## src/rtl/mrpts_pkg.sv

```systemverilog
`default_nettype none

package mrpts_pkg;

    localparam int TIME_BITS     = 48;
    localparam int DURATION_BITS = 16;
    localparam int NUM_TIMERS    = 4;
    localparam int SEL_BITS      = 2;
    localparam int ACT_BITS      = 2;
    localparam int CFG_IDX_BITS  = 8;

    // action codes
    localparam logic [ACT_BITS-1:0] ACT_TICK  = 2'd0;
    localparam logic [ACT_BITS-1:0] ACT_START = 2'd1;
    localparam logic [ACT_BITS-1:0] ACT_ARM   = 2'd2;

    // timer selects
    localparam logic [SEL_BITS-1:0] TMR_JOIN     = 2'd0;
    localparam logic [SEL_BITS-1:0] TMR_LEAVE    = 2'd1;
    localparam logic [SEL_BITS-1:0] TMR_LEAVEALL = 2'd2;
    localparam logic [SEL_BITS-1:0] TMR_PERIODIC = 2'd3;

    // configuration register indexes
    localparam logic [CFG_IDX_BITS-1:0] REG_JOIN_DURATION     = 8'd0;
    localparam logic [CFG_IDX_BITS-1:0] REG_LEAVE_DURATION    = 8'd1;
    localparam logic [CFG_IDX_BITS-1:0] REG_PERIODIC_DURATION = 8'd2;
    localparam logic [CFG_IDX_BITS-1:0] REG_LEAVEALL_NOMINAL  = 8'd3;

    localparam logic [DURATION_BITS-1:0] RST_JOIN_DURATION     = 16'd200;
    localparam logic [DURATION_BITS-1:0] RST_LEAVE_DURATION    = 16'd1000;
    localparam logic [DURATION_BITS-1:0] RST_PERIODIC_DURATION = 16'd1000;
    localparam logic [DURATION_BITS-1:0] RST_LEAVEALL_NOMINAL  = 16'd10000;

    typedef logic [TIME_BITS-1:0]     t_time;
    typedef logic [DURATION_BITS-1:0] t_dur;

    typedef struct packed {
        t_dur join_dur;
        t_dur leave_dur;
        t_dur periodic_dur;
        t_dur leaveall_nom;
    } t_cfg;

endpackage

`default_nettype wire

```

## src/rtl/mrpts_deadline_calc.sv

```systemverilog
`default_nettype none

module mrpts_deadline_calc (
    input  wire mrpts_pkg::t_cfg                    i_cfg,
    input  wire logic [mrpts_pkg::SEL_BITS-1:0]     i_sel,
    input  wire mrpts_pkg::t_time                   i_now,
    input  wire mrpts_pkg::t_dur                    i_offset,
    output mrpts_pkg::t_time                        o_deadline
);

    mrpts_pkg::t_dur                        lim;
    mrpts_pkg::t_dur                        off_sat;
    logic [mrpts_pkg::DURATION_BITS:0]      dur;
    logic [mrpts_pkg::TIME_BITS:0]          sum;

    always_comb begin
        // leaveall offset saturates at nominal minus one (zero for a zero nominal)
        lim     = (i_cfg.leaveall_nom != '0) ? i_cfg.leaveall_nom - 1'b1 : '0;
        off_sat = (i_offset > lim) ? lim : i_offset;
        case (i_sel)
            mrpts_pkg::TMR_JOIN:     dur = {1'b0, i_cfg.join_dur};
            mrpts_pkg::TMR_LEAVE:    dur = {1'b0, i_cfg.leave_dur};
            mrpts_pkg::TMR_LEAVEALL: dur = {1'b0, i_cfg.leaveall_nom >> 1} + {1'b0, off_sat};
            mrpts_pkg::TMR_PERIODIC: dur = {1'b0, i_cfg.periodic_dur};
            default:                 dur = '0;
        endcase
        sum = {1'b0, i_now}
            + {{(mrpts_pkg::TIME_BITS - mrpts_pkg::DURATION_BITS){1'b0}}, dur};
        // clamp at the top of the time range
        o_deadline = sum[mrpts_pkg::TIME_BITS] ? '1 : sum[mrpts_pkg::TIME_BITS-1:0];
    end

endmodule

`default_nettype wire

```

## src/rtl/mrpts_earliest.sv

```systemverilog
`default_nettype none

module mrpts_earliest (
    input  wire logic [mrpts_pkg::NUM_TIMERS-1:0]   i_running,
    input  wire mrpts_pkg::t_time                   i_deadline [mrpts_pkg::NUM_TIMERS],
    output mrpts_pkg::t_time                        o_earliest,
    output logic                                    o_none
);

    mrpts_pkg::t_time v   [mrpts_pkg::NUM_TIMERS];
    mrpts_pkg::t_time m01;
    mrpts_pkg::t_time m23;

    always_comb begin
        // idle timers read as all ones so they never win
        for (int i = 0; i < mrpts_pkg::NUM_TIMERS; i++) begin
            v[i] = i_running[i] ? i_deadline[i] : '1;
        end
        m01        = (v[1] < v[0]) ? v[1] : v[0];
        m23        = (v[3] < v[2]) ? v[3] : v[2];
        o_earliest = (m23 < m01) ? m23 : m01;
        o_none     = (i_running == '0);
    end

endmodule

`default_nettype wire

```

## src/rtl/mrp_protocol_timer_set_core.sv

```systemverilog
`default_nettype none

// Channel   | Dir | Handshake                     | Payload
// ----------+-----+-------------------------------+-----------------------------------------
// s_axis    | in  | s_axis_tvalid / s_axis_tready | tuser: action, timer_select
//           |     |                               | tdata: now, random_offset
// m_axis    | out | m_axis_tvalid / m_axis_tready | tdata: expired x4, earliest_deadline
//           |     |                               | tuser: none_running
// cfg       | in  | i_cfg_valid / o_cfg_ready     | i_cfg_index, i_cfg_data
//
// One beat per cycle sustained while m_axis_tready stays high. A taken beat sits in the input
// register and moves into the result register once that one is free or being read. Between
// the two registers one combinational pass does the deadline adder, the timer update and the
// earliest-deadline search over the updated timers. Reset (i_rst_n low, synchronous) empties
// both registers, idles all four timers and loads the default durations. A full result
// register holds while m_axis_tready is low; s_axis_tready drops when both registers hold
// beats and m_axis_tready is low. Config writes are always taken.

module mrp_protocol_timer_set_core (
    input  wire logic        i_clk,
    input  wire logic        i_rst_n,

    input  wire logic        s_axis_tvalid,
    output logic             s_axis_tready,
    // [1:0] action, [3:2] timer_select
    input  wire logic [3:0]  s_axis_tuser,
    // [47:0] now, [63:48] random_offset
    input  wire logic [63:0] s_axis_tdata,

    output logic             m_axis_tvalid,
    input  wire logic        m_axis_tready,
    // [0] expired_join, [1] expired_leave, [2] expired_leaveall, [3] expired_periodic,
    // [51:4] earliest_deadline, [55:52] zero
    output logic [55:0]      m_axis_tdata,
    // [0] none_running
    output logic [0:0]       m_axis_tuser,

    input  wire logic        i_cfg_valid,
    output logic             o_cfg_ready,
    input  wire logic [mrpts_pkg::CFG_IDX_BITS-1:0] i_cfg_index,
    input  wire logic [15:0] i_cfg_data
);

    localparam int NT = mrpts_pkg::NUM_TIMERS;
    localparam int TB = mrpts_pkg::TIME_BITS;
    localparam int DB = mrpts_pkg::DURATION_BITS;

    // configuration
    mrpts_pkg::t_cfg r_cfg;

    // input stage
    logic                              r_a_vld;
    logic [mrpts_pkg::ACT_BITS-1:0]    r_a_action;
    logic [mrpts_pkg::SEL_BITS-1:0]    r_a_sel;
    mrpts_pkg::t_time                  r_a_now;
    mrpts_pkg::t_dur                   r_a_offset;

    // timer state
    mrpts_pkg::t_time                  r_deadline [NT];
    logic [NT-1:0]                     r_running;

    // result register
    logic                              r_o_vld;
    logic [NT-1:0]                     r_o_exp;
    mrpts_pkg::t_time                  r_o_earliest;
    logic                              r_o_none;

    logic                              o_adv;
    logic                              a_move;
    logic                              arm_en;
    logic [NT-1:0]                     n_running;
    logic [NT-1:0]                     n_exp;
    mrpts_pkg::t_time                  n_deadline [NT];
    mrpts_pkg::t_time                  new_deadline;
    mrpts_pkg::t_time                  earliest;
    logic                              none;

    // pipeline moves: the result register frees first, then the input register
    assign o_adv         = !r_o_vld || m_axis_tready;
    assign a_move        = r_a_vld && o_adv;
    assign s_axis_tready = !r_a_vld || o_adv;
    assign o_cfg_ready   = 1'b1;

    assign m_axis_tvalid = r_o_vld;
    assign m_axis_tdata  = {4'b0, r_o_earliest, r_o_exp};
    assign m_axis_tuser  = r_o_none;

    mrpts_deadline_calc u_calc (
        .i_cfg      (r_cfg),
        .i_sel      (r_a_sel),
        .i_now      (r_a_now),
        .i_offset   (r_a_offset),
        .o_deadline (new_deadline)
    );

    // search the timers as they stand after this beat's update
    mrpts_earliest u_earliest (
        .i_running  (n_running),
        .i_deadline (n_deadline),
        .o_earliest (earliest),
        .o_none     (none)
    );

    // expire on tick, arm on start (idle only) or rearm; other codes leave state alone
    always_comb begin
        n_running = r_running;
        n_exp     = '0;
        arm_en    = 1'b0;
        for (int i = 0; i < NT; i++) begin
            n_deadline[i] = r_deadline[i];
        end
        case (r_a_action)
            mrpts_pkg::ACT_TICK: begin
                for (int i = 0; i < NT; i++) begin
                    if (r_running[i] && (r_deadline[i] <= r_a_now)) begin
                        n_exp[i]     = 1'b1;
                        n_running[i] = 1'b0;
                    end
                end
            end
            mrpts_pkg::ACT_START: arm_en = !r_running[r_a_sel];
            mrpts_pkg::ACT_ARM:   arm_en = 1'b1;
            default:              arm_en = 1'b0;
        endcase
        if (arm_en) begin
            n_running[r_a_sel]  = 1'b1;
            n_deadline[r_a_sel] = new_deadline;
        end
    end

    always_ff @(posedge i_clk) begin
        if (!i_rst_n) begin
            r_cfg.join_dur     <= mrpts_pkg::RST_JOIN_DURATION;
            r_cfg.leave_dur    <= mrpts_pkg::RST_LEAVE_DURATION;
            r_cfg.periodic_dur <= mrpts_pkg::RST_PERIODIC_DURATION;
            r_cfg.leaveall_nom <= mrpts_pkg::RST_LEAVEALL_NOMINAL;
        end else if (i_cfg_valid) begin
            case (i_cfg_index)
                mrpts_pkg::REG_JOIN_DURATION:     r_cfg.join_dur     <= i_cfg_data[DB-1:0];
                mrpts_pkg::REG_LEAVE_DURATION:    r_cfg.leave_dur    <= i_cfg_data[DB-1:0];
                mrpts_pkg::REG_PERIODIC_DURATION: r_cfg.periodic_dur <= i_cfg_data[DB-1:0];
                mrpts_pkg::REG_LEAVEALL_NOMINAL:  r_cfg.leaveall_nom <= i_cfg_data[DB-1:0];
                default: ;  // drop writes beyond the register list
            endcase
        end
    end

    // input stage
    always_ff @(posedge i_clk) begin
        if (!i_rst_n) begin
            r_a_vld <= 1'b0;
        end else if (s_axis_tready) begin
            r_a_vld <= s_axis_tvalid;
        end
        if (s_axis_tvalid && s_axis_tready) begin
            r_a_action <= s_axis_tuser[1:0];
            r_a_sel    <= s_axis_tuser[3:2];
            r_a_now    <= s_axis_tdata[TB-1:0];
            r_a_offset <= s_axis_tdata[TB+DB-1:TB];
        end
    end

    // timer state: commit the update as the beat moves into the result register
    always_ff @(posedge i_clk) begin
        if (!i_rst_n) begin
            r_running <= '0;
            for (int i = 0; i < NT; i++) begin
                r_deadline[i] <= '0;
            end
        end else if (a_move) begin
            r_running <= n_running;
            for (int i = 0; i < NT; i++) begin
                r_deadline[i] <= n_deadline[i];
            end
        end
    end

    // result register
    always_ff @(posedge i_clk) begin
        if (!i_rst_n) begin
            r_o_vld <= 1'b0;
        end else if (o_adv) begin
            r_o_vld <= r_a_vld;
        end
        if (a_move) begin
            r_o_exp      <= n_exp;
            r_o_earliest <= earliest;
            r_o_none     <= none;
        end
    end

    // no running timer means the earliest deadline reads all ones
    a_none_earliest: assert property (@(posedge i_clk) disable iff (!i_rst_n)
        (r_o_vld && r_o_none) |-> (r_o_earliest == '1))
        else $error("none_running set with a pending deadline");

    // a rearm leaves the chosen timer running
    a_arm_runs: assert property (@(posedge i_clk) disable iff (!i_rst_n)
        (a_move && (r_a_action == mrpts_pkg::ACT_ARM)) |=> r_running[$past(r_a_sel)])
        else $error("rearmed timer not running");

    // an expired timer is cleared
    a_exp_clears: assert property (@(posedge i_clk) disable iff (!i_rst_n)
        (a_move && (r_a_action == mrpts_pkg::ACT_TICK)) |=> ((r_running & $past(n_exp)) == '0))
        else $error("expired timer still running");

    // input side stalls only with both registers full
    a_ready_full: assert property (@(posedge i_clk) disable iff (!i_rst_n)
        !s_axis_tready |-> (r_a_vld && r_o_vld))
        else $error("input stalled with room in the pipeline");

endmodule

`default_nettype wire

```

## config.mk

```make
export PLATFORM = sky130hd
export DESIGN_NAME = mrp_protocol_timer_set_core
export DESIGN_NICKNAME = d
export VERILOG_FILES = /design/src/rtl/mrpts_pkg.sv /design/src/rtl/mrpts_deadline_calc.sv /design/src/rtl/mrpts_earliest.sv /design/src/rtl/mrp_protocol_timer_set_core.sv
export SDC_FILE = /design/constraint.sdc
export NUM_CORES = 2
export LEC_CHECK = 0
export ABC_AREA = 1
export BUFFER_PORTS_ARGS = -buffer_cell sky130_fd_sc_hd__buf_2
export CAP_MARGIN = 30
export CORE_MARGIN = 1
export CORE_UTILIZATION = 35
export DETAILED_ROUTE_END_ITERATION = 12
export GPL_TIMING_DRIVEN = 0
export PLACE_DENSITY = 0.63
export SLEW_MARGIN = 20
export SYNTH_ARGS = -nofsm -noshare
export SYNTH_HDL_FRONTEND = slang
export SYNTH_SLANG_ARGS = --single-unit
export TNS_END_PERCENT = 5
```

## constraint.sdc

```tcl
create_clock -name i_clk -period 11 [get_ports i_clk]
set_input_delay 1.65 -clock i_clk [delete_from_list [all_inputs] [get_ports i_clk]]
set_output_delay 1.65 -clock i_clk [all_outputs]
set_load 0.05 [all_outputs]
```

==> flow_summary.yaml <==
clocking:
  clkSlewWorstSetupHoldPaths_ps: 60
  cts_made_buffers: 46
  cts_buffer_depth: 3
  h-tree-depth: 2
  cts_tree: "yes"
  cts_root_buffer: "clkbuf_16"
  insertion_delay_ps: 630
  clock-sinks: 383
global_route:
  track_usage_pct: 24.71
  grt_overflow_total: 0
  antenna_found_initial: 1
  use_met2_pct: 40.50
  first_global_vias: 26235
  grt_pass1_wl_um: 157800
  grt_max_degree: 57
  grtUsageMet1_pct: 31.48
  use_met3_pct: 2.749
  busiest_layer: "met2"
logic_synthesis:
  synth.top_cell.area_share_pct: 32.13
  yosys_warnings: 0
  yosysTopAreaCell: "edfxtp_1"
  syn_avg_cell_area_um2: 7.743
  syn_area_mm2: 0.02925
  yosysUniqueCellTypes: 54
  synth_area_leaders: "edfxtp_1, ha_1, nand2_1, nor2_1, o21ai_0"
  synth-seq-area-share_pct: 36.92
  ys.flop_type: "edfxtp_1"
  synth-seq-cells: 383
  synth_enable_flop_cells: 313
  synthArstFlopShare_pct: 0
  syn_inst: 3778
critical_path:
  start_kind: "register"
  cp_common_cell: "nand2_1"
  worstSetupStartpoint: "r_cfg[4]$_SDFFE_PN1P_"
  worstSetupEndpointType: "register"
  crit_fanout: 8
  arrival_ps: 13250
  crit-reg2reg-launch: "r_cfg[4]$_SDFFE_PN1P_"
  max_stage_delay_ps: 450
  path_class: "register to register"
  critical_path.top_delay_family: "simple AND/OR/NAND/NOR gates"
  critical-path-slowest-cell: "mux2i_2"
  critPathBufInv: 29
  critPathRequiredTime_ps: 11370
timing:
  finalHoldViolCount: 0
  worst_pin_slew_ps: 1066
  final.setup.tns_ps: -87690
  max-slew-margin-rel_pct: 28.95
  fin_crit_ps: 12890
  period_share_pct: 117.1
  fin_skew_ps: 26.30
  rsz0062_at_grt: "yes"
  setup_viol: 48
  finalMaxSlewViolations: 0
  timing.final.ws_setup_ps: -1885
  fmax_ghz: 0.07761
layout:
  insertedDiodeCount: 0
  drive_gt1_share_pct: 17.09
  stdcell_area_mm2: 0.03567
  final_util_pct: 43.30
  nNetsFinal: 4621
  syn2layout_area_growth_pct: 21.92
  final_cells: 5243
die:
  start_util_pct: 35.51
  die_width_um: 291.1
  pin_count: 157
  rows: 105
  dieArea_mm2: 0.08475
  die_y_um: 291.1
  core_mm2: 0.08237
detailed_routing:
  drt-initial-drc-count: 2877
  dr.pass1.iters: 6
  drc: 0
  routed_wl_um: 108500
  antenna_left: 0
  routedWlPerCell_um: 20.69
  via_per_inst: 5.405
  vias: 28336
worst_hold_path:
  hold_path.startpoint: "r_cfg[40]$_SDFFE_PN1P_"
  hold_path_class: "register to register"
power:
  p_total_mw: 6.323
  irDropWorstVdd_uv: 113.2
  power_density_mw_per_mm2: 177.3
  seq_power_share_pct: 29.3
  power.internal_mw: 3.754
  p_leak_nw: 16.64
  p_clk_share_pct: 25.3
  switching_share_pct: 40.62
  combPwrFrac_pct: 45.4
  p_switching_mw: 2.568
placement:
  place_congestion: 0.9668
  io_buffers: 151
  dpl-instance-area_mm2: 0.03164
  dp.cells: 5008
  place_hpwl_um: 85620
run_status:
  outcome: "finished, violations left"
  violations: "negative setup slack"
job:
  cap_violations: 0
==> final cells by class <==
| cell class | instances | area [um^2] |
|---|---|---|
| fillers | 8228 | 46710 |
| multi-input cells | 2861 | 17490 |
| flip-flops and latches | 383 | 10820 |
| repair buffers | 306 | 2112 |
| inverters | 399 | 1511 |
| well taps | 1070 | 1339 |
| clock buffers | 53 | 1229 |
| plain buffers | 138 | 853.3 |
| clock inverters | 33 | 309.0 |
==> cells by family after synthesis <==
logic type / Yosys count / share of synthesized area (%)
simple gates: 1685 / 23.71
compound gates: 716 / 13.41
buf+inv: 537 / 7.057
fa+ha+maj: 389 / 16.69
flops: 383 / 36.92
mux: 50 / 1.711
xor+xnor: 16 / 0.4790
other cells: 2 / 0.02567
==> stage by stage <==
step	hold slack, ps	worst slack (ps)
6_report	481.2	-1885
5_1_grt	509.1	-2629
4_1_cts	478.5	-1633
3_5_place_dp	462.8	-3907
3_3_place_gp	457.9	-3784
2_1_floorplan	446.3	-62.43
==> repair_timing <==
item                       4_1_cts  5_1_grt
gates cloned                     2        4
hold buffers                     0        0
pin swaps                       92       97
resized for setup              231      145
setup buffers                  105       37
setup endpoints to repair       48       48
==> synthesized netlist by cell type, types with 18 or more instances <==
master    number
o211ai_1      26
nand2_1      940
clkbuf_1     108
inv_1        388
a211oi_1      18
mux2i_1       50
nand3_1      131
nor2_1       433
or2_2         47
ha_1         387
dfxtp_1       70
a21oi_1      263
edfxtp_1     313
o21ai_0      322
nand4_1       44
nor3_1        47
==> power groups by stage <==
stage | registers (mW) | clock network, mW | logic (mW)
CTS | 1.86 | 1.61 | 2.63
detailed placement | 1.89 | 0 | 2.24
global placement | 1.90 | 0 | 2.18
global route | 1.87 | 1.67 | 3.11
floorplan | 2.11 | 0 | 1.33
finish | 1.85 | 1.60 | 2.87
==> path summary, 6_finish.rpt <==
| kind | cells after the start | to | slack, ps |
|---|---|---|---|
| setup reg to reg | 93 | r_o_earliest[36]$_DFFE_PP_ | -1890 |
| hold reg to reg | 2 | r_cfg[40]$_SDFFE_PN1P_ | 480 |
| setup / recovery | 93 | r_o_earliest[36]$_DFFE_PP_ | -1890 |
| hold / removal | 2 | r_cfg[40]$_SDFFE_PN1P_ | 480 |
==> placed cells by master (no fill, tap or decap), drive strengths merged, types with 44 or more instances in the layout <==
cell	instances
inv	398
o21ai	336
or2	47
nor3	49
nand4	44
nand3	131
mux2i	50
clkbuf	159
nand2	944
dfxtp	70
ha	387
a21oi	263
edfxtp	313
buf	338
nor2	439
==> sequential cells by signal, indices dropped and copies added, names as in the netlist <==
| signal | count |
|---|---|
| r_running | 4 |
| m_axis_tvalid | 1 |
| r_deadline | 192 |
| r_o_earliest | 48 |
| m_axis_tuser | 1 |
| r_cfg | 64 |
| r_o_exp | 4 |
| r_a_sel | 2 |
| r_a_offset | 16 |
| r_a_vld | 1 |
| r_a_now | 48 |
| r_a_action | 2 |
==> metal layers <==
metal  vias to the layer above  part of all wire [%]
met5                         -                     0
met4                         0                   6.4
met3                       270                   7.4
met2                      1214                    46
met1                     13298                    40
li1                      13554                     -
==> worst min-delay path, stage by stage (launching register included) <==
cell and delay [ps]:
dfxtp_1 330, nand2_1 60, o211ai_1 70
(Power assumes the default switching activity.)
